## config.mk

```make
export PLATFORM = sky130hd
export DESIGN_NAME = mpf_ram
export DESIGN_NICKNAME = d
export VERILOG_FILES = /design/src/hdl/mpf_ram.sv
export SDC_FILE = /design/constraint.sdc
export NUM_CORES = 2
export LEC_CHECK = 0
export ABC_CLOCK_PERIOD_IN_PS = 6200
export BUFFER_PORTS_ARGS = -buffer_cell sky130_fd_sc_hd__buf_2
export CAP_MARGIN = 20
export CORE_UTILIZATION = 30
export CTS_CLUSTER_SIZE = 12
export DETAILED_ROUTE_END_ITERATION = 12
export SETUP_SLACK_MARGIN = 0.02
export SYNTH_ARGS = -nofsm -noshare
export SYNTH_HDL_FRONTEND = slang
export SYNTH_SLANG_ARGS = --single-unit
```

## constraint.sdc

```tcl
create_clock -name clk -period 6.2 [get_ports clk]
set_input_delay 0.93 -clock clk [delete_from_list [all_inputs] [get_ports clk]]
set_output_delay 0.93 -clock clk [all_outputs]
set_load 0.01 [all_outputs]
```

## src/hdl/mpf_ram.sv

```systemverilog
// ----------------------------------------------------------------------------
// mpf_ram: generic single-port RAM
// One write or read per cycle, read data registered.
// ----------------------------------------------------------------------------
module mpf_ram #(
	parameter int  WIDTH  = 32,
	parameter int  DEPTH  = 80,
	localparam int ADDR_W = $clog2(DEPTH)
) (
	input  logic              clk,
	input  logic              we,
	input  logic [ADDR_W-1:0] addr,
	input  logic [WIDTH-1:0]  wdata,
	output logic [WIDTH-1:0]  rdata
);

	logic [WIDTH-1:0] mem_q [DEPTH];

	always_ff @(posedge clk) begin
		if (we) begin
			mem_q[addr] <= wdata;
		end
		rdata <= mem_q[addr];
	end

endmodule

```

==> out/metrics.yaml <==
power_and_ir_drop:
  p_seq_frac: 0.526
  power_frac_clock: 0.418
  comb_power_share: 0.056
  p_int_mw: 28.8
  switching_share: 0.220
  power_density_nw_per_um2: 322
  switchingPower_mw: 8.13
  ir_worst_vdd_mv: 0.213
  leakage_nw: 35.9
sta:
  worst_pin_slew_ns: 1.19
  slew-limit-headroom: 0.209
  min_period_ns: 3.94
  finalWorstSetupSlack_ns: 2.26
  skew_ns: 0.0572
  finalCritPeriodShare: 0.635
  setup_violations: 0
  rsz0062_at_grt: "false"
  hold_viol: 0
  setup_tns_ns: 0
  max_freq_mhz: 254
  final_max_slew_viol_count: 0
clock_network:
  numCtsBuffers: 286
  clk_pin_slew_ns: 0.06
  cts_buffer_depth: 4
  clkLatencyLatePin_ns: 0.93
  post-cts-setup-buffers: 0
  cts_tree: "built"
  clock-sinks: 2592
  cts_resized: 0
  htreeDepth: 5
  clockRootBuffer: "clkbuf_16"
  cts_hold_buf: 0
status:
  outcome: "finished, final reports clean"
worst_hold_path:
  hold_path.class: "input pin to flop"
  min_path_cells: 1
  hp-start: "wdata[6]"
  min_to: "mem_q[9][6]"
die:
  core-area_um2: 328000
  initial_core_util: 0.302
  core.rowCount: 210
  die_w_um: 577
  die-area_um2: 333000
  fp.dieH_um: 577
  io_pins: 73
synthesis:
  synth_top_area_cell: "edfxtp_1"
  ys_ff_latch: 2592
  synth_area_leaders: "edfxtp_1, mux4_2, mux2i_1"
  synth_area_um2: 99200
  synthFlopType: "edfxtp_1"
  synth_cell_type_count: 74
  synth_top_area_share: 0.775
  synth_fp_nets: 5119
  synth_async_sr_flop_share: 0
  netlist_instances: 5078
  yosysWarnings: 0
  avgSynthCellArea_um2: 19.5
  yosysSeqAreaShare: 0.781
  synth_edf_count: 2560
grt:
  antenna_found_initial: 32
  grt_pass1_wl_um: 426000
  grt_pass1_vias: 53200
  grt.overflow.total: 0
  grt_usage: 0.181
  grt_max_degree: 81
placement:
  placed_area_um2: 106000
  place_congestion: 0.838
  place_ws_ns: 1.58
  io_buffers: 72
  dp_hpwl_um: 175000
  dp_cells: 9454
drt:
  drt-vias-per-instance: 5.48
  wl_per_cell_um: 31.1
  drt_iter0_drc: 8241
  vias: 54400
  first_pass_iters: 6
  ant_nets: 0
  drc: 0
  drt-total-wl_um: 309000
setup_path:
  r2r-end: "rdata[24]"
  worstPathArrival_ns: 4.54
  worstPathRequired_ns: 6.81
  critPathKind: "input pin to flop"
  ff2ff_path_depth: 6
  rrSetupSlack_ns: 3.49
  crit_fanout: 61
  end_kind: "flop"
  r2r_start: "mem_q[41][24]"
  start_kind: "input pin"
layout:
  area.growth.synth_to_final_pct: 15.5
  utilization: 0.349
  fill_cells: 30200
  register_area_um2: 77500
  stdcell_count: 9927
  final_nets: 5439
  multi_input_area_um2: 20500
  drive_above_1_share: 0.211
  fin_area_um2: 115000
job:
  cap_violations: 0
-- metrics by stage --
step                      power (mW)  hold slack (ns)
after detailed placement        21.8            0.696
final                           36.9            0.245
after global routing            37.8            0.221
after CTS                       37.1            0.199
after floorplan                 20.7            0.562
after global placement          21.8            0.702
-- cell usage after synthesis, drive strengths merged, types with 17 or more instances --
cell and number:
nor2 195, clkbuf 83, a22oi 158, buf 241, o221ai 58, mux4 281, nand2 198, a211oi 19
a2111oi 17, o22ai 57, edfxtp 2560, a22o 44, nand3 34, mux2i 342, a21oi 161, o2bb2ai 17
a221oi 173, mux2 91, o211ai 18, dfxtp 32, o21ai 100
-- cell type report --
class | count | share of cell area
diodes | 7 | 0.000153
clock buffers | 393 | 0.0685
clock inverters | 71 | 0.00330
inverters | 7 | 0.000338
multi-input cells | 2155 | 0.179
flip-flops and latches | 2592 | 0.676
well taps | 4346 | 0.0475
repair buffers | 356 | 0.0250
-- registers in the layout (all words and copies together) (netlist names) --
register and count:
rdata 32, mem_q 2560
-- cell families (layout without fill, tap and decap cells) --
group	Yosys count	count (layout)	share of synthesized area
flip-flops	2592	2592	0.781
AO/OA/AOI/OAI	953	953	0.0704
multiplexers	714	714	0.109
AND/OR/NAND/NOR	488	488	0.0207
buffers and inverters	331	827	0.0194
other	0	7	0
-- critical path, cell delays in order --
cell	delay (ns)
buf_8	0.17
nor3_4	1.10
buf_4	0.52
nand2_1	0.13
buf_4	0.22
nor2_4	0.78
buf_4	0.37
-- how the worst max path moves through the flow --
stage	from	endpoint	slack, ns	cells after the start
after floorplan	addr[2]	mem_q[61][0]	2.03	9
after global placement	addr[0]	rdata[4]	0.68	8
after detailed placement	addr[0]	rdata[24]	1.58	7
after CTS	addr[0]	rdata[24]	2.53	7
after global routing	addr[1]	mem_q[56][22]	2.43	7
final	addr[1]	mem_q[56][22]	2.26	7
-- per-layer routing --
layer / share of wire / global-route usage
met1: 0.39 / 0.241
met3: 0.11 / 0.0456
met5: 0.00032 / 0
met2: 0.47 / 0.288
met4: 0.037 / 0.0647
-- power by group through the flow --
| stage | Clock, mW | Combinational (mW) | Sequential, mW |
|---|---|---|---|
| after global routing | 16.2 | 2.14 | 19.4 |
| final | 15.4 | 2.07 | 19.4 |
| after CTS | 15.6 | 2.05 | 19.4 |
| after detailed placement | 0 | 2.04 | 19.8 |
| after floorplan | 0 | 0.979 | 19.7 |
| after global placement | 0 | 2.01 | 19.8 |
-- cells in the final DEF, fill, tap and decap left out, types with 46 or more instances in the layout --
| master | count |
|---|---|
| edfxtp_1 | 2560 |
| mux4_2 | 281 |
| nor2_4 | 82 |
| clkbuf_1 | 86 |
| clkbuf_16 | 293 |
| a22oi_1 | 158 |
| a21oi_1 | 161 |
| mux2_2 | 91 |
| a221oi_1 | 173 |
| buf_4 | 257 |
| nor2_1 | 110 |
| mux2i_1 | 342 |
| clkinv_1 | 46 |
| nand2_1 | 198 |
| o21ai_0 | 98 |
| buf_2 | 67 |
| o22ai_1 | 57 |
| o221ai_1 | 58 |
Note: power is estimated with default switching activity, not from simulation.
