===== config.mk =====
export PLATFORM = sky130hd
export DESIGN_NAME = mpf_back_flat
export DESIGN_NICKNAME = d
export VERILOG_FILES = /design/src/hdl/mpf_pkg.sv /design/src/hdl/mpf_stream_if.sv /design/src/hdl/mpf_back.sv /design/src/flat_wrapper.sv
export SDC_FILE = /design/constraint.sdc
export NUM_CORES = 1
export LEC_CHECK = 0
export BUFFER_PORTS_ARGS = -buffer_cell sky130_fd_sc_hd__buf_2
export CAP_MARGIN = 5
export CORE_UTILIZATION = 48
export CTS_CLUSTER_DIAMETER = 100
export DETAILED_ROUTE_END_ITERATION = 16
export GPL_TIMING_DRIVEN = 0
export PLACE_DENSITY_LB_ADDON = 0.1
export RECOVER_POWER = 50
export SLEW_MARGIN = 0
export SYNTH_ARGS = -nofsm -noshare
export SYNTH_HDL_FRONTEND = slang
export SYNTH_SLANG_ARGS = --single-unit

===== constraint.sdc =====
create_clock -name clk -period 4.3 [get_ports clk]
set_clock_uncertainty 0.2 [all_clocks]
set_input_delay 1.075 -clock clk [delete_from_list [all_inputs] [get_ports clk]]
set_output_delay 1.075 -clock clk [all_outputs]
set_load 0.02 [all_outputs]

===== src/hdl/mpf_pkg.sv =====
// ----------------------------------------------------------------------------
// mpf_pkg: shared types for the multilevel priority FIFO
// Item layouts, status codes and the classified command passed from the
// front end to the execution back end.
// ----------------------------------------------------------------------------
package mpf_pkg;

	localparam int TAG_W   = 32;
	localparam int LEVEL_W = 3;
	localparam int COUNT_W = 7;

	localparam logic CMD_PUSH = 1'b0;
	localparam logic CMD_POP  = 1'b1;

	typedef enum logic [1:0] {
		ST_OK        = 2'd0,
		ST_FULL      = 2'd1,
		ST_EMPTY     = 2'd2,
		ST_BAD_LEVEL = 2'd3
	} status_t;

	typedef enum logic [1:0] {
		OP_PUSH,
		OP_POP,
		OP_BAD_LEVEL
	} op_t;

	typedef struct packed {
		logic               command;
		logic [LEVEL_W-1:0] level;
		logic [TAG_W-1:0]   patient_tag;
	} req_item_t;

	typedef struct packed {
		status_t            status;
		logic               popped_valid;
		logic [TAG_W-1:0]   popped_tag;
		logic [LEVEL_W-1:0] popped_level;
		logic [COUNT_W-1:0] total_count;
	} rsp_item_t;

	// classified command: level already checked, queue index is level - 1
	typedef struct packed {
		op_t                op;
		logic [LEVEL_W-1:0] qidx;
		logic [TAG_W-1:0]   tag;
	} cmd_t;

endpackage


===== src/hdl/mpf_stream_if.sv =====
// ----------------------------------------------------------------------------
// mpf_stream_if: valid/ready channel
// Carries one payload of type T per transaction.
// ----------------------------------------------------------------------------
interface mpf_stream_if #(parameter type T = logic) ();
	logic valid;
	logic ready;
	T     data;

	modport source (output valid, output data, input ready);
	modport sink   (input valid, input data, output ready);
endinterface


===== src/hdl/mpf_back.sv =====
// ----------------------------------------------------------------------------
// mpf_back: command execution
// Update per-level pointers and counts, drive the tag memory and build the
// response in an output register.
// ----------------------------------------------------------------------------
module mpf_back import mpf_pkg::*; #(
	parameter int  LEVELS          = 5,
	parameter int  PER_LEVEL_DEPTH = 16,
	localparam int ADDR_W          = $clog2(LEVELS * PER_LEVEL_DEPTH)
) (
	input  logic              clk,
	input  logic              arst_n,
	input  logic              cmd_valid,
	input  cmd_t              cmd,
	output logic              cmd_take,
	output logic              ram_we,
	output logic [ADDR_W-1:0] ram_addr,
	output logic [TAG_W-1:0]  ram_wdata,
	input  logic [TAG_W-1:0]  ram_rdata,
	mpf_stream_if.source      rsp
);

	localparam int LIDX_W = $clog2(LEVELS);
	localparam int PTR_W  = $clog2(PER_LEVEL_DEPTH);
	localparam int OCC_W  = $clog2(PER_LEVEL_DEPTH + 1);
	localparam int TOT_W  = $clog2(LEVELS * PER_LEVEL_DEPTH + 1);

	typedef enum logic {S_IDLE, S_RESULT} state_t;

	state_t             state_q;
	logic [PTR_W-1:0]   rd_ptr_q [LEVELS];
	logic [PTR_W-1:0]   wr_ptr_q [LEVELS];
	logic [OCC_W-1:0]   occ_q    [LEVELS];
	logic [TOT_W-1:0]   total_q;
	status_t            pend_status_q;
	logic               pend_hit_q;
	logic [LEVEL_W-1:0] pend_level_q;
	logic               rsp_valid_q;
	rsp_item_t          rsp_data_q;

	logic               pop_found;
	logic [LIDX_W-1:0]  pop_q;
	logic [LIDX_W-1:0]  push_q;
	logic [LIDX_W-1:0]  sel_q;
	logic               push_full;
	logic [PTR_W-1:0]   ptr;
	logic [PTR_W-1:0]   ptr_next;

	// highest non-empty level wins
	always_comb begin
		pop_found = 1'b0;
		pop_q     = '0;
		for (int l = 0; l < LEVELS; l++) begin
			if (occ_q[l] != '0) begin
				pop_found = 1'b1;
				pop_q     = LIDX_W'(l);
			end
		end
	end

	assign push_q    = LIDX_W'(cmd.qidx);
	assign push_full = (occ_q[push_q] == OCC_W'(PER_LEVEL_DEPTH));
	assign sel_q     = (cmd.op == OP_POP) ? pop_q : push_q;
	assign ptr       = (cmd.op == OP_POP) ? rd_ptr_q[sel_q] : wr_ptr_q[sel_q];
	assign ptr_next  = (ptr == PTR_W'(PER_LEVEL_DEPTH - 1)) ? '0 : ptr + PTR_W'(1);

	assign cmd_take  = (state_q == S_IDLE) && cmd_valid && (!rsp_valid_q || rsp.ready);
	assign ram_addr  = ADDR_W'(sel_q) * ADDR_W'(PER_LEVEL_DEPTH) + ADDR_W'(ptr);
	assign ram_we    = cmd_take && (cmd.op == OP_PUSH) && !push_full;
	assign ram_wdata = cmd.tag;

	assign rsp.valid = rsp_valid_q;
	assign rsp.data  = rsp_data_q;

	always_ff @(posedge clk or negedge arst_n) begin
		if (!arst_n) begin
			state_q     <= S_IDLE;
			rsp_valid_q <= 1'b0;
			total_q     <= '0;
			for (int l = 0; l < LEVELS; l++) begin
				rd_ptr_q[l] <= '0;
				wr_ptr_q[l] <= '0;
				occ_q[l]    <= '0;
			end
		end else begin
			if (rsp_valid_q && rsp.ready) begin
				rsp_valid_q <= 1'b0;
			end
			case (state_q)
				S_IDLE: begin
					if (cmd_take) begin
						state_q    <= S_RESULT;
						pend_hit_q <= 1'b0;
						case (cmd.op)
							OP_PUSH: begin
								if (push_full) begin
									pend_status_q <= ST_FULL;
								end else begin
									pend_status_q    <= ST_OK;
									wr_ptr_q[push_q] <= ptr_next;
									occ_q[push_q]    <= occ_q[push_q] + OCC_W'(1);
									total_q          <= total_q + TOT_W'(1);
								end
							end
							OP_POP: begin
								if (pop_found) begin
									pend_status_q   <= ST_OK;
									pend_hit_q      <= 1'b1;
									pend_level_q    <= LEVEL_W'(pop_q) + LEVEL_W'(1);
									rd_ptr_q[pop_q] <= ptr_next;
									occ_q[pop_q]    <= occ_q[pop_q] - OCC_W'(1);
									total_q         <= total_q - TOT_W'(1);
								end else begin
									pend_status_q <= ST_EMPTY;
								end
							end
							default: begin
								pend_status_q <= ST_BAD_LEVEL;
							end
						endcase
					end
				end
				S_RESULT: begin
					state_q                 <= S_IDLE;
					rsp_valid_q             <= 1'b1;
					rsp_data_q.status       <= pend_status_q;
					rsp_data_q.popped_valid <= pend_hit_q;
					rsp_data_q.popped_tag   <= pend_hit_q ? ram_rdata : '0;
					rsp_data_q.popped_level <= pend_hit_q ? pend_level_q : '0;
					rsp_data_q.total_count  <= COUNT_W'(total_q);
				end
				default: begin
					state_q <= S_IDLE;
				end
			endcase
		end
	end

endmodule


===== src/flat_wrapper.sv =====
// flat-port wrapper written by rule: the top's interface ports become plain ports
module mpf_back_flat import mpf_pkg::*;
#(
	parameter int  LEVELS          = 5,
	parameter int  PER_LEVEL_DEPTH = 16,
	localparam int ADDR_W          = $clog2(LEVELS * PER_LEVEL_DEPTH)
)
  (clk, arst_n, cmd_valid, cmd, cmd_take, ram_we, ram_addr, ram_wdata, ram_rdata, rsp_valid, rsp_data, rsp_ready);
  mpf_stream_if rsp_i ();
  input  logic clk;
  input  logic arst_n;
  input  logic cmd_valid;
  input  cmd_t cmd;
  output logic cmd_take;
  output logic ram_we;
  output logic [ADDR_W-1:0] ram_addr;
  output logic [TAG_W-1:0] ram_wdata;
  input  logic [TAG_W-1:0] ram_rdata;
  output wire logic [$bits(rsp_i.valid)-1:0] rsp_valid;
  output wire logic [$bits(rsp_i.data)-1:0] rsp_data;
  input wire logic [$bits(rsp_i.ready)-1:0] rsp_ready;
  assign rsp_valid = rsp_i.valid;
  assign rsp_data = rsp_i.data;
  assign rsp_i.ready = rsp_ready;
  mpf_back #(.LEVELS(LEVELS), .PER_LEVEL_DEPTH(PER_LEVEL_DEPTH)) u_core (.clk(clk), .arst_n(arst_n), .cmd_valid(cmd_valid), .cmd(cmd), .cmd_take(cmd_take), .ram_we(ram_we), .ram_addr(ram_addr), .ram_wdata(ram_wdata), .ram_rdata(ram_rdata), .rsp(rsp_i));
endmodule

==> results of run 1 <==
registers in the layout, summed over array words and instances, names as in the netlist:
register          cells
u_core.rsp.valid      1
u_core.wr_ptr_q      20
u_core.rsp.data       1
u_core.occ_q         25
u_core.rd_ptr_q      20
u_core.state_q        1
u_core.total_q        1
cell usage after synthesis (9+ instances only):
| cell | instances |
|---|---|
| inv_1 | 14 |
| o21ai_0 | 23 |
| nor2_1 | 18 |
| nand2_1 | 59 |
| nor3_1 | 9 |
| a22o_1 | 9 |
| mux2_2 | 34 |
| mux2i_1 | 12 |
| o221ai_1 | 10 |
| clkbuf_1 | 11 |
| buf_4 | 32 |
| nand3_1 | 11 |
| dfrtp_1 | 68 |
| a21oi_1 | 13 |
cell type report:
type                    instances  share of cell area [%]
clock inverters                 7                   2.849
well taps                     108                   2.630
multi-input cells             311                   45.48
plain buffers                  49                   6.964
repair buffers                 53                   4.943
inverters                      14                   1.023
flip-flops and latches         69                   33.70
clock buffers                   9                   2.411
worst max path at each step:
stage | startpoint | slack, ns | depth (start not counted) | endpoint
2_1_floorplan | cmd[32] | 0.04 | 10 | ram_we
3_3_place_gp | cmd[32] | -0.62 | 11 | ram_we
3_5_place_dp | cmd[32] | -0.64 | 11 | ram_we
4_1_cts | cmd[33] | 0.01 | 11 | ram_we
5_1_grt | cmd[32] | -0.009 | 11 | ram_we
6_report | u_core.occ_q[0] | 0.08 | 8 | ram_addr[1]
power by group:
group          internal [uW]  switching [uW]
sequential               887             232
combinational            641             900
clock                    448             266
logic make-up (layout without fill, tap and decap cells):
family / Yosys count / count (layout)
AND/OR/NAND/NOR: 144 / 144
AO/OA/AOI/OAI: 98 / 98
flip-flops: 69 / 69
buffers and inverters: 64 / 132
multiplexers: 56 / 56
XOR/XNOR: 9 / 9
adder cells (fa/ha/maj): 4 / 4
per-layer routing:
metal | vias to the layer above | global-route usage [%]
li1 | 1716 | -
met1 | 1829 | 34.82
met2 | 199 | 43.28
met3 | 27 | 3.669
met4 | 0 | 9.759
met5 | - | 0
worst max-delay path: stages (launching register included):
cell,delay (ns)
dfrtp_1,0.45
nor3_1,0.60
and2_1,0.21
clkbuf_1,0.39
o221ai_1,0.17
o31ai_1,0.31
a2bb2oi_1,0.12
o31ai_2,0.11
buf_2,0.23
through the flow:
stage	utilization [%]	power [uW]
2_1_floorplan	-	2124
3_5_place_dp	54.03	2540
5_1_grt	58.64	3554
3_3_place_gp	54.00	2512
6_report	58.64	3374
4_1_cts	57.95	3281
what timing repair did:
item                                   in CTS  in global routing
gates cloned                                0                  0
gates resized for setup                    16                 14
setup endpoints to repair                   8                  5
pin swaps                                   1                  2
setup buffers                               1                  3
endpoints found under the hold margin       0                  0
==> impl_metrics.env, run 1 <==
export IMPL_fin_area_um2=5139
export IMPL_worstReg2RegEnd="u_core.rd_ptr_q[18]"
export IMPL_hold_class="flop to flop"
export IMPL_rr_worst_depth=11
export IMPL_drv_cap=1
export IMPL_grt_pass1_vias=3693
export IMPL_place_area_um2=4735
export IMPL_gp_congestion=0.9014
export IMPL_htreeDepth=3
export IMPL_cts_max_path_buffers=2
export IMPL_yosys_area_share_simple_pct=16.57
export IMPL_tns_ns=0
export IMPL_min_to="u_core.total_q[0]"
export IMPL_cp_end_kind="primary output"
export IMPL_die_h_um=97.20
export IMPL_place_hpwl_mm=8.871
export IMPL_nets=584
export IMPL_insertion_delay_ns=0.35
export IMPL_rows=34
export IMPL_met2_length_mm=5.891
export IMPL_synth_top_family_by_area="simple AND/OR/NAND/NOR gates"
export IMPL_dr_wl_met3_um=800
export IMPL_first_pass_iters=5
export IMPL_syn_nets=521
export IMPL_arrival_ns=2.95
export IMPL_p_leak_uw=0.002312
export IMPL_syn_instance_count=444
export IMPL_p_per_area_nw_per_um2=656.5
export IMPL_io_buffers=49
export IMPL_reg2reg_from="u_core.occ_q[0]"
export IMPL_ys_types=67
export IMPL_path_class="flop to primary output"
export IMPL_violations="max-capacitance violations, max-slew violations"
export IMPL_yosysTopAreaCellShare_pct=39.11
export IMPL_hp_start="u_core.total_q[0]"
export IMPL_cts_tree="yes"
export IMPL_ant_nets=0
export IMPL_cts_buffers_inserted=9
export IMPL_dp_cells=601
export IMPL_period_needed_ns=4.225
export IMPL_final_seq_area_um2=1732
export IMPL_start_util_pct=49.64
export IMPL_grt_pass1_wl_mm=19.46
export IMPL_dp_slack_ns=-0.6350
export IMPL_ys_seq_elements=69
export IMPL_nFillCells=782
export IMPL_cp_required_ns=3.02
export IMPL_grt_max_degree=70
export IMPL_grt_overflow=0
export IMPL_r2r_slack_ns=0.27
export IMPL_setup_viol=0
export IMPL_wl_met1_mm=5.181
export IMPL_syn_area_um2=4350
export IMPL_fin_crit_sh_pct=98.25
export IMPL_final_common_cell="dfrtp_1"
export IMPL_ys_seq_area_share_pct=39.80
export IMPL_fmax_ghz=0.2367
export IMPL_syn_area_per_cell_um2=9.798
export IMPL_wire_per_inst_um=19.57
export IMPL_die_w_um=97.20
export IMPL_synth_top_area_cell="dfrtp_1"
export IMPL_vdd_ir_drop_max_uv=340.9
export IMPL_fp_coreArea_um2=8763
export IMPL_cts_root_buffer="clkbuf_8"
export IMPL_area_growth_pct=18.12
export IMPL_postCtsHoldBufs=0
export IMPL_final_cell_mix="68 x dfrtp_1, 59 x nand2_1, 36 x buf_4"
export IMPL_ys_flop_type="dfrtp_1"
export IMPL_gr_usage_all_layers_pct=26.15
export IMPL_maxSlewViolCount=70
export IMPL_die_area_um2=9448
export IMPL_ys_top_cells_by_area="dfrtp_1 39%, mux2_2 8.8%, buf_4 5.5%, nand2_1 5.1%, mux2i_1 2.8%"
export IMPL_rsz0062_at_grt="yes"
export IMPL_ys_warn_count=0
export IMPL_drive_above_1_share_pct=32.23
export IMPL_hold_slack_ns=0.2763
export IMPL_setup_ws_ns=0.07530
export IMPL_vias=3771
export IMPL_crit_fanout=10
export IMPL_cts_sinks=69
export IMPL_synthXorXnorAreaFrac_pct=1.812
export IMPL_status="finished with violations"
export IMPL_io_pins=116
export IMPL_fin_cells=620
export IMPL_cts_clk_slew_worst_paths_ns=0.08
export IMPL_synth_edf_count=1
export IMPL_viasPerCell=6.082
export IMPL_final_hold_viol_count=0
export IMPL_slew_headroom_pct=-13.43
export IMPL_antenna_found_initial=0
export IMPL_crit_path_start_kind="flop"
export IMPL_synth_adder_area_share_pct=1.150
export IMPL_hold_depth=1
export IMPL_multi_input_comb_area_um2=2337
export IMPL_yosys_mux_area_fraction_pct=15.88
export IMPL_tightest_slew_ns=1.701
export IMPL_synth_compound_area_share_pct=16.39
export IMPL_highest_layer="met4"
export IMPL_async_reset_ff_share_pct=98.55
export IMPL_route_detailed_drc=0
export IMPL_n_antenna_cell=0
export IMPL_wl_mm=12.14
export IMPL_first_iter_violations=213
Power figures use the tool's default switching activity.
==> run 2: changes to the inputs <==
Settings changed: SETUP_SLACK_MARGIN set to 0.2.
==> run 2 against run 1 <==
Against the previous run: combinational power increased by 7%; register-to-register slack improved by 0.09 ns; die area unchanged; via count increased by 0.40%; critical path depth increased by 3; sequential cell count unchanged; first-iteration DRC count increased by 20%; the run still ends with max-capacitance violations, max-slew violations left; global-route usage increased by 0.18 points; clock power decreased by 22%; count of clock-buffer cells in the layout unchanged; non-clock buffer count increased by 14.
==> impl_metrics.env, run 2 (same netlist as run 1, synthesis figures left out) <==
export IMPL_final_hold_viol_count=0
export IMPL_grt_max_degree=70
export IMPL_final_cell_mix="68 x dfrtp_1, 59 x nand2_1, 52 x buf_4"
export IMPL_first_pass_iters=5
export IMPL_crit_slowest_cell="mux4_2"
export IMPL_gr_usage_all_layers_pct=26.34
export IMPL_htreeDepth=3
export IMPL_rows=34
export IMPL_seqPwrFrac_pct=33.5
export IMPL_hp_start="u_core.total_q[0]"
export IMPL_grt_overflow=0
export IMPL_arrival_ns=2.89
export IMPL_internal_power_uw=1892
export IMPL_reg2reg_from="u_core.occ_q[7]"
export IMPL_dp_cells=601
export IMPL_cts_clk_slew_worst_paths_ns=0.08
export IMPL_start_util_pct=49.64
export IMPL_nets=598
export IMPL_crit_path_start_kind="primary input"
export IMPL_drv_cap=1
export IMPL_largest_register="u_core.occ_q"
export IMPL_fmax_ghz=0.2402
export IMPL_gp_congestion=0.9055
export IMPL_cp_end_kind="primary output"
export IMPL_postCtsHoldBufs=0
export IMPL_path_delay_family="simple AND/OR/NAND/NOR gates"
export IMPL_p_comb_share_pct=49.7
export IMPL_wire_per_inst_um=19.39
export IMPL_vias=3786
export IMPL_tns_ns=0
export IMPL_fp_coreArea_um2=8763
export IMPL_violations="max-capacitance violations, max-slew violations"
export IMPL_io_buffers=49
export IMPL_cts_tree="yes"
export IMPL_top_regs="u_core.occ_q: 25 flops, u_core.rd_ptr_q: 20 flops, u_core.wr_ptr_q: 20 flops"
export IMPL_rr_worst_depth=12
export IMPL_hold_depth=1
export IMPL_net_switching_power_uw=1434
export IMPL_drive_above_1_share_pct=34.60
export IMPL_die_area_um2=9448
export IMPL_crit_chain="buf_12, buf_4, buf_4, mux4_2, nor2b_1, a31oi_2, nand2_1, nor3_2, or3_4, inv_1, buf_4"
export IMPL_maxSlewViolCount=70
export IMPL_path_class="primary input to primary output"
export IMPL_insertion_delay_ns=0.36
export IMPL_ant_nets=0
export IMPL_tightest_slew_ns=1.732
export IMPL_crit_buf_inv=5
export IMPL_hold_class="flop to flop"
export IMPL_die_h_um=97.20
export IMPL_antenna_found_initial=0
export IMPL_min_to="u_core.total_q[0]"
export IMPL_grt_pass1_wl_mm=19.30
export IMPL_grt_use_met2_pct=44.26
export IMPL_top_usage_layer="met2"
export IMPL_largest_reg_flops=25
export IMPL_fin_cells=634
export IMPL_grt_pass1_vias=3666
export IMPL_p_per_area_nw_per_um2=639.2
export IMPL_met3_usage_pct=6.259
export IMPL_cts_max_path_buffers=2
export IMPL_cp_required_ns=3.02
export IMPL_crit_fanout=4
export IMPL_final_common_cell="dfrtp_1"
export IMPL_cts_sinks=69
export IMPL_p_leak_uw=0.002356
export IMPL_fin_util_pct=59.38
export IMPL_cpMostUsedCell="buf_4"
export IMPL_io_pins=116
export IMPL_viasPerCell=5.972
export IMPL_n_antenna_cell=0
export IMPL_area_growth_pct=19.61
export IMPL_max_stage_delay_ns=0.30
export IMPL_slew_headroom_pct=-15.48
export IMPL_status="finished with violations"
export IMPL_place_hpwl_mm=8.758
export IMPL_clock_power_share_pct=16.8
export IMPL_rsz0062_at_grt="yes"
export IMPL_vdd_ir_drop_max_uv=378.2
export IMPL_die_w_um=97.20
export IMPL_route_detailed_drc=0
export IMPL_first_iter_violations=256
export IMPL_cts_root_buffer="clkbuf_8"
export IMPL_r2r_slack_ns=0.36
export IMPL_setup_viol=0
export IMPL_cts_buffers_inserted=9
export IMPL_worstReg2RegEnd="u_core.wr_ptr_q[6]"
export IMPL_wl_mm=12.29
export IMPL_period_needed_ns=4.164
export IMPL_switching_share_pct=43.12
export IMPL_fin_crit_sh_pct=96.83
export IMPL_grtUsageMet1_pct=33.57
run 2: cell count changes in the layout (fill, tap and decap cells not counted), sizes merged:
cell / previous run / this run
buf: 73 / 85
bufinv: 4 / 1
clkbuf: 38 / 40
clkinvlp: 0 / 2
inv: 15 / 17
clkinv: 2 / 1
run 2: power groups by stage:
stage	Sequential, uW	Combinational, uW	Clock, uW
2_1_floorplan	1030	1090	0
3_3_place_gp	1110	1400	0
3_5_place_dp	1120	1420	0
4_1_cts	1110	1560	570
5_1_grt	1140	1770	588
6_report	1110	1650	557
run 2: area by class of cell:
| class | count | area [um2] |
|---|---|---|
| Inverter | 14 | 52.55 |
| Clock inverter | 7 | 80.08 |
| Timing Repair Buffer | 66 | 361.6 |
| Buffer | 50 | 374.1 |
| Fill cell | 774 | 3560 |
| Multi-Input combinational cell | 311 | 2345 |
| Tap cell | 108 | 135.1 |
| Clock buffer | 9 | 123.9 |
| Sequential cell | 69 | 1732 |
run 2: metrics by stage:
step	setup slack, ns	total power (uW)	hold slack (ns)	cell area (um2)
5_1_grt	0.05103	3496	0.2983	5204
6_report	0.1362	3326	0.2727	5204
3_5_place_dp	-0.3348	2536	0.2647	4752
3_3_place_gp	-0.3233	2509	0.2533	4750
2_1_floorplan	0.1463	2127	0.2332	4369
4_1_cts	0.1580	3248	0.2799	5176
run 2: per-layer routing:
layer  wire [um]  share of wire (%)
met3         847                6.9
met1        5220                 42
met4         200                1.6
met5           0                  0
met2        6023                 49
run 2: how the worst max path moves through the flow:
stage	cells after the start	from	slack (ns)	end
after global placement	11	cmd[33]	-0.32	ram_we
after detailed placement	11	cmd[33]	-0.33	ram_we
after global routing	11	cmd[32]	0.05	ram_we
after CTS	11	cmd[33]	0.16	ram_we
after floorplan	10	cmd[33]	0.15	ram_we
final	11	cmd[33]	0.14	ram_we
run 2: worst reg2reg max path, cell delays in order, from the launching register on:
cell and delay [ns]:
dfrtp_1 0.41, or4_4 0.59, or2_0 0.23, clkbuf_4 0.18, a21oi_4 0.22, o21ai_1 0.09, a221o_1 0.32, a21oi_2 0.20
buf_4 0.16, ha_1 0.16, inv_1 0.06, xnor2_1 0.77, mux2_2 0.30
run 2: repair_timing:
| action | in CTS | in global routing |
|---|---|---|
| pin swaps | 6 | 6 |
| resized for setup | 28 | 10 |
| hold endpoints to repair | 0 | 0 |
| setup buffers | 13 | 4 |
| setup endpoints to repair | 10 | 22 |
==> run 3: changes to the inputs <==
Settings changed: CORE_UTILIZATION 48 to 50.
Clock period 4.3 ns to 4.6 ns, I/O delays scaled along.
==> run 3 against run 2 <==
Against the previous run: the run still ends with max-capacitance violations, max-slew violations left; non-clock buffer count is 3 lower; core utilization is 3.6 points higher; wire length shrank 2.0%; final cell count is 0.95% lower; critical path depth unchanged; setup slack improved by 0.14 ns; total power is 4.5% lower; clock power is 21% higher; die area down 3.9%; sequential share of layout area shrank 0.17 points; register-to-register slack better by 0.17 ns; sequential power is 5% lower; largest power group unchanged.
==> impl_metrics.env, run 3 (same netlist as run 1, synthesis figures left out) <==
export IMPL_antenna_found_initial=0
export IMPL_cts_tree="yes"
export IMPL_gp_congestion=0.9230
export IMPL_top_regs="u_core.occ_q: 25 flops, u_core.rd_ptr_q: 20 flops, u_core.wr_ptr_q: 20 flops"
export IMPL_ant_nets=0
export IMPL_slew_headroom_pct=-14.62
export IMPL_final_hold_viol_count=0
export IMPL_crit_buf_inv=5
export IMPL_drv_cap=1
export IMPL_fp_coreArea_um2=8299
export IMPL_io_pins=116
export IMPL_die_w_um=95.28
export IMPL_insertion_delay_ns=0.36
export IMPL_status="finished with violations"
export IMPL_hold_class="flop to flop"
export IMPL_switching_share_pct=40.99
export IMPL_cts_clk_slew_worst_paths_ns=0.08
export IMPL_cp_required_ns=3.25
export IMPL_final_common_cell="dfrtp_1"
export IMPL_finalPower_uw=3176
export IMPL_largest_reg_flops=25
export IMPL_place_hpwl_mm=8.714
export IMPL_final_cell_mix="68 x dfrtp_1, 59 x nand2_1, 46 x buf_4"
export IMPL_crit_chain="buf_12, buf_8, mux4_2, nor2b_4, a31oi_4, ha_2, inv_1, nor3_4, or3_4, inv_2, buf_6"
export IMPL_grt_max_degree=70
export IMPL_crit_path_start_kind="primary input"
export IMPL_path_delay_family="simple AND/OR/NAND/NOR gates"
export IMPL_crit_fanout=8
export IMPL_cts_buffers_inserted=9
export IMPL_fmax_ghz=0.2312
export IMPL_p_per_area_nw_per_um2=607.3
export IMPL_cp_end_kind="primary output"
export IMPL_final_seq_area_um2=1732
export IMPL_fin_area_um2=5230
export IMPL_die_area_um2=9078
export IMPL_setup_ws_ns=0.2747
export IMPL_path_class="primary input to primary output"
export IMPL_wl_mm=12.05
export IMPL_p_comb_share_pct=45.9
export IMPL_nFillCells=732
export IMPL_grt_overflow=0
export IMPL_period_needed_ns=4.325
export IMPL_viasPerCell=6.033
export IMPL_nets=595
export IMPL_p_leak_uw=0.002364
export IMPL_clock_power_share_pct=21.1
export IMPL_area_growth_pct=20.22
export IMPL_cts_max_path_buffers=2
export IMPL_vias=3789
export IMPL_crit_slowest_cell="mux4_2"
export IMPL_maxSlewViolCount=70
export IMPL_max_stage_delay_ns=0.50
export IMPL_arrival_ns=2.98
export IMPL_rsz0062_at_grt="yes"
export IMPL_rows=33
export IMPL_wire_per_inst_um=19.19
export IMPL_io_buffers=49
export IMPL_cts_sinks=69
export IMPL_largest_register="u_core.occ_q"
export IMPL_setup_viol=0
export IMPL_htreeDepth=3
export IMPL_grt_pass1_wl_mm=19.04
export IMPL_start_util_pct=52.42
export IMPL_gr_usage_all_layers_pct=28.41
export IMPL_route_detailed_drc=0
export IMPL_die_h_um=95.28
export IMPL_violations="max-capacitance violations, max-slew violations"
export IMPL_n_antenna_cell=0
export IMPL_place_area_um2=4735
export IMPL_fin_util_pct=63.02
export IMPL_net_switching_power_uw=1302
export IMPL_tightest_slew_ns=1.719
export IMPL_first_pass_iters=5
export IMPL_dp_slack_ns=-0.3460
export IMPL_seqPwrFrac_pct=33.0
export IMPL_fin_crit_sh_pct=94.03
export IMPL_multi_input_comb_area_um2=2347
export IMPL_grt_pass1_vias=3645
export IMPL_drive_above_1_share_pct=33.84
export IMPL_postCtsHoldBufs=0
export IMPL_vdd_ir_drop_max_uv=306.3
export IMPL_first_iter_violations=324
export IMPL_internal_power_uw=1874
export IMPL_cts_root_buffer="clkbuf_8"
## run 3: cell types whose count changed in the layout (fill, tap and decap cells not counted), moves of 2 or more
cell	change
bufinv_16	+3
clkinvlp_4	-2
buf_4	-6
inv_6	-2
buf_2	+3
## run 3: layer usage
metal  track usage (%)  wire, um  vias to the layer above
li1                  -         -                     1737
met1             37.09      5173                     1853
met2             48.04      5907                      171
met3             4.545       733                       28
met4             9.091       234                        0
met5                 0         0                        -
## run 3: power by group through the flow
| stage | Sequential [uW] | Clock, uW | Combinational [uW] |
|---|---|---|---|
| after floorplan | 966 | 0 | 1020 |
| after global placement | 1040 | 0 | 1300 |
| after detailed placement | 1040 | 0 | 1320 |
| after CTS | 1030 | 683 | 1340 |
| after global routing | 1070 | 706 | 1570 |
| final | 1050 | 672 | 1460 |
## run 3: area by class of cell
class / instances / area share (%)
multi-input cells: 311 / 44.88
flip-flops and latches: 69 / 33.11
plain buffers: 50 / 6.938
repair buffers: 63 / 6.388
clock inverters: 7 / 2.799
well taps: 105 / 2.512
clock buffers: 9 / 2.368
inverters: 14 / 1.005
## run 3: worst paths after layout
| kind | start | endpoint | slack [ns] | cells after the start |
|---|---|---|---|---|
| setup / recovery | cmd[33] | ram_we | 0.27 | 11 |
| hold / removal | u_core.total_q[0] | u_core.total_q[0] | 0.27 | 1 |
| setup reg to reg | u_core.occ_q[6] | u_core.occ_q[9] | 0.53 | 14 |
| hold reg to reg | u_core.total_q[0] | u_core.total_q[0] | 0.27 | 1 |
| max in group asynchronous | arst_n | u_core.rd_ptr_q[10] | 2.12 | 1 |
| min in group asynchronous | arst_n | u_core.occ_q[21] | 1.03 | 1 |
## run 3: repair_timing
action / CTS / global route
resized for setup: 11 / 26
setup buffers: 1 / 13
endpoints found under the hold margin: 0 / 0
endpoints found under the setup margin: 4 / 5
pin swaps: 1 / 5
## run 3: stage by stage
stage	hold slack (ns)	TNS (ns)	std cells
detailed placement	0.2544	-1.327	598
global route	0.2968	0	628
CTS	0.2745	0	615
global placement	0.2505	-0.3284	598
floorplan	0.2332	0	444
finish	0.2707	0	628
## run 3: worst reg2reg max path, stage by stage (launching register included)
cell	delay, ns
dfrtp_1	0.44
or4_4	0.60
or2_0	0.22
buf_2	0.17
a21oi_4	0.23
buf_4	0.20
mux2i_1	0.22
o221ai_2	0.20
inv_1	0.10
ha_1	0.20
inv_1	0.05
nor4_1	0.58
xnor2_1	0.18
nand2_1	0.14
o221ai_1	0.25
